<file path="src/sv/rpm_pkg.sv">
// rpm_pkg: shared types, field widths and parameter defaults of the
// refinement projection mac unit; no dependencies
`default_nettype none

package rpm_pkg;

    localparam int MAX_CHILDREN_DEF   = 8;
    localparam int MAX_NODES_DEF      = 32;
    localparam int MAX_COMPONENTS_DEF = 4;

    localparam int OP_W     = 2;
    localparam int CHILD_W  = 3;
    localparam int NODE_W   = 5;
    localparam int COMP_W   = 2;
    localparam int COEFF_W  = 18;
    localparam int COORD_W  = 32;
    localparam int NIU_W    = 6;
    localparam int PROD_W   = COEFF_W + COORD_W;
    localparam int ACC_W    = 48;
    localparam int FRAC_W   = 16;
    localparam int RESULT_W = 32;

    typedef enum logic [OP_W-1:0] {
        OP_WR_COEFF = 2'd0,
        OP_WR_COORD = 2'd1,
        OP_COMPUTE  = 2'd2,
        OP_NOP      = 2'd3
    } t_op;

    typedef enum logic [1:0] {
        S_IDLE,
        S_RUN,
        S_DRAIN,
        S_DONE
    } t_state;

    typedef struct packed {
        logic clear;
        logic issue;
    } t_dp_ctl;

    typedef struct packed {
        logic busy;
    } t_dp_sts;

endpackage

`default_nettype wire

</file>
<file path="src/sv/rpm_datapath.sv">
// rpm_datapath: shared multiply-accumulate unit with 48-bit accumulator and
// 32-bit saturation; depends on rpm_pkg
`default_nettype none

module rpm_datapath import rpm_pkg::*; (
    input  wire logic                       i_clk,
    input  wire logic                       i_rst_n,
    input  wire t_dp_ctl                    i_ctl,
    input  wire logic [COEFF_W-1:0]         i_coeff,
    input  wire logic [COORD_W-1:0]         i_coord,
    output t_dp_sts                         o_sts,
    output logic signed [RESULT_W-1:0]      o_value,
    output logic                            o_sat
);

    logic                     r_v_rd;
    logic                     r_v_mul;
    logic signed [PROD_W-1:0] r_prod;
    logic [ACC_W-1:0]         r_acc;
    logic [ACC_W-1:0]         w_term;
    logic                     w_fits;

    // floor shift of the product, sign extended to accumulator width
    assign w_term = {{(ACC_W - PROD_W + FRAC_W){r_prod[PROD_W-1]}}, r_prod[PROD_W-1:FRAC_W]};

    always_ff @(posedge i_clk) begin
        if (!i_rst_n) begin
            r_v_rd  <= 1'b0;
            r_v_mul <= 1'b0;
            r_acc   <= '0;
        end else begin
            r_v_rd  <= i_ctl.issue;
            r_v_mul <= r_v_rd;
            if (i_ctl.clear) begin
                r_acc <= '0;
            end else if (r_v_mul) begin
                r_acc <= r_acc + w_term;
            end
        end
    end

    always_ff @(posedge i_clk) begin
        r_prod <= $signed(i_coeff) * $signed(i_coord);
    end

    assign w_fits = (r_acc[ACC_W-1:RESULT_W-1] == '0) || (r_acc[ACC_W-1:RESULT_W-1] == '1);

    always_comb begin
        o_sat = !w_fits;
        if (w_fits) begin
            o_value = $signed(r_acc[RESULT_W-1:0]);
        end else if (r_acc[ACC_W-1]) begin
            o_value = {1'b1, {(RESULT_W-1){1'b0}}};
        end else begin
            o_value = {1'b0, {(RESULT_W-1){1'b1}}};
        end
    end

    assign o_sts.busy = r_v_rd | r_v_mul;

endmodule

`default_nettype wire

</file>
<file path="config.mk">
export PLATFORM = sky130hd
export DESIGN_NAME = rpm_datapath
export DESIGN_NICKNAME = d
export VERILOG_FILES = /design/src/sv/rpm_pkg.sv /design/src/sv/rpm_datapath.sv
export SDC_FILE = /design/constraint.sdc
export NUM_CORES = 2
export LEC_CHECK = 0
export ABC_AREA = 1
export ABC_CLOCK_PERIOD_IN_PS = 19500
export BUFFER_PORTS_ARGS = -buffer_cell sky130_fd_sc_hd__buf_2
export CORE_MARGIN = 10
export CORE_UTILIZATION = 65
export DETAILED_ROUTE_END_ITERATION = 12
export PLACE_DENSITY = 0.84
export SYNTH_ARGS = -nofsm -noshare
export SYNTH_HDL_FRONTEND = slang
export SYNTH_SLANG_ARGS = --single-unit
</file>
<file path="constraint.sdc">
create_clock -name i_clk -period 19.5 [get_ports i_clk]
set_input_delay 2.925 -clock i_clk [delete_from_list [all_inputs] [get_ports i_clk]]
set_output_delay 2.925 -clock i_clk [all_outputs]
set_load 0.02 [all_outputs]
</file>
==> flow_metrics.tcl <==
set metrics [dict create \
    status "finished, final reports clean" \
    grt_max_degree 60 \
    syn2layout_area_growth_pct 3.177 \
    synth_cells 3866 \
    r2r-end "r_acc[34]" \
    die_x_um 226.7 \
    wl_met1_um 30750 \
    drt_iter0_drc 2308 \
    die_area_sq_um 51390 \
    clock_path_buffers 2 \
    diodes 0 \
    synth_area_sq_um 27770 \
    cts_buffers 9 \
    clock_sinks 84 \
    drive_gt1_share_pct 5.819 \
    coreArea_sq_um 42130 \
    required_ns 19.80 \
    clkTransAtPathRegs_ns 0.08 \
    hold_path.class "flop to flop" \
    grt_pass1_wl_um 125100 \
    slew_violations 0 \
    cts_setup_buffers 0 \
    layout_setup_ws_ns 10.68 \
    grt_overflow 0 \
    postCtsHoldBufs 0 \
    tritoncts "built" \
    synth_warnings 0 \
    tightest_slew_ns 0.9152 \
    path_class "input port to flop" \
    r2r-start "r_prod[49]" \
    final.setup_skew_ns 0.01678 \
    final.period_utilization_pct 45.22 \
    synthesis.nets 4636 \
    drt-pass1-iter-count 6 \
    io_pins 88 \
    period_needed_ns 8.817 \
    io_buffers 87 \
    rsz0062_at_grt "false" \
    gp_congestion 0.9946 \
    drc 0 \
    fill_cells 3671 \
    setup_tns_ns 0 \
    antenna_left 0 \
    grt_pass1_vias 24710 \
    r2r_setup_slack_ns 16.66 \
    multi_input_area_sq_um 21220 \
    min_to "r_v_mul" \
    cts_resized 0 \
    synth.distinct_cells 50 \
    crit_fanout 32 \
    wl_met2_um 35340 \
    rows 75 \
    avgSynthCellArea_sq_um 7.182 \
    critPathLaunchType "input port" \
    place_hpwl_um 61800 \
    r2r_cells 11 \
    cap_violations 0 \
    antenna_found_initial 0 \
    grtUsageTotal_pct 30.68 \
    regArea_sq_um 1682 \
    routed_wl_um 74990 \
    arrival_ns 9.12 \
    via_per_inst 5.400 \
    endpoint_kind "flop" \
    dr_total_vias 23600 \
    setup_violations 0 \
    hold_start "r_v_rd" \
    cts_root_buf "clkbuf_16" \
    final_core_util_pct 67.99 \
    routed.top_layer "met4" \
    final-hold-violation-count 0 \
    min_path_cells 2 \
    synth_seq_cells 84 \
    hold_ws_ns 0.4275 \
    dieHeight_um 226.7 \
    dr_wl_met3_um 6604 \
    insertion_delay_ns 0.37 \
    synth-seq-area-share_pct 6.056 \
    wire_per_inst_um 17.16 \
    initial_core_util_pct 65.90 \
    max_freq_ghz 0.1134 \
    h-tree-depth 3 \
    nets 4597 \
    place_ws_ns 10.29 \
    slew_headroom_pct 38.99 \
]
==> logic make-up after synthesis <==
| family | share of synthesized area (%) |
|---|---|
| and+or+nand+nor | 21.25 |
| buffers and inverters | 17.51 |
| adders and majority gates | 47.22 |
| DFF | 6.056 |
| AOI/OAI and AO/OA | 6.173 |
| xor gates and xnor gates | 1.798 |
==> metal layers <==
metal / vias to the layer above / track usage, %
met5: - / 0
met4: 0 / 9.781
met3: 177 / 4.716
met2: 1032 / 50.95
met1: 11410 / 40.56
li1: 10980 / -
==> stage by stage <==
step,area (sq um),std cells
detailed placement,28340,4355
global placement,28340,4355
global route,28650,4371
CTS,28650,4371
floorplan,27770,3866
finish,28650,4371
==> critical path: stages <==
cell,delay (ns)
buf_2,0.60
nand2_1,0.32
fa_1,0.61
inv_1,0.06
fa_1,0.73
inv_1,0.16
fa_1,0.50
inv_1,0.06
fa_1,0.56
fa_1,0.44
fa_1,0.44
ha_1,0.38
nand2_1,0.17
nor2_1,0.27
nand3_1,0.18
nor3_1,0.27
o21ai_0,0.13
nand3_1,0.13
xor2_1,0.14
==> flip-flops by register name, indices dropped and copies added, names as in the netlist <==
register and flops:
r_prod 34, r_acc 48, r_v_mul 1, r_v_rd 1
==> cell usage in the layout (no fill, tap or decap), types with 3 or more instances in the layout <==
cell type  count
xor2_1        41
nor2_1       185
nand3b_1       4
buf_4          4
inv_1       1123
inv_6          4
clkbuf_16      9
nor3_1        16
dfxtp_1       84
nand2_1      989
o21ai_1       29
nor3_2         5
a21oi_2        6
nand4_1       30
ha_1         163
or2_2          7
a21oi_1      150
o21bai_1      20
nor2_4         7
o21a_1         5
nor4_2         5
nand2_2       28
o21ai_0       78
buf_2         87
a21o_1        11
fa_1         553
xnor2_1       16
nand3_1       95
nor2_2        26
inv_2         21
nor4_1         3
==> cell usage after synthesis, drive strengths merged <==
library cell  instances  share of area (%)
inv                1144                 15
nand2              1019                 14
fa                  553                 40
nor2                218                3.4
ha                  163                7.3
a21oi               156                2.9
clkbuf              119                1.6
o21ai               109                2.0
nand3                96                1.7
dfxtp                84                6.1
xor2                 41                1.3
nand4                30               0.68
buf                  22               0.42
o21bai               22               0.62
nor3                 21               0.47
xnor2                16               0.50
a21o                 11               0.30
nor4                 10               0.45
or2                   8               0.18
o21a                  5               0.14
nand3b                4               0.11
a21boi                3              0.095
a31o                  2              0.063
and2                  2              0.045
and3                  2              0.045
a211oi                1              0.027
a31oi                 1              0.023
clkinv                1              0.014
nand2b                1              0.023
nor4b                 1              0.054
o211ai                1              0.027
==> worst max-delay path by stage <==
stage	end	startpoint	slack (ns)	depth (start not counted)
2_1_floorplan	r_prod[49]	i_coord[31]	11.21	22
3_3_place_gp	r_prod[49]	i_coeff[6]	10.33	19
3_5_place_dp	r_prod[47]	i_coeff[6]	10.29	19
4_1_cts	r_prod[47]	i_coeff[6]	10.67	19
5_1_grt	r_prod[47]	i_coeff[6]	10.29	19
6_report	r_prod[47]	i_coeff[6]	10.68	19
==> cell type report <==
cell class,instances,share of cell area (%)
Timing Repair Buffer,91,1.625
Multi-Input combinational cell,2496,74.08
Tap cell,539,2.354
Sequential cell,84,5.870
Inverter,1145,15.00
Clock inverter,7,0.2839
Clock buffer,9,0.7861
Power is not shown: default switching activity piles up to over one toggle a cycle in this logic, so the estimate is an artifact.
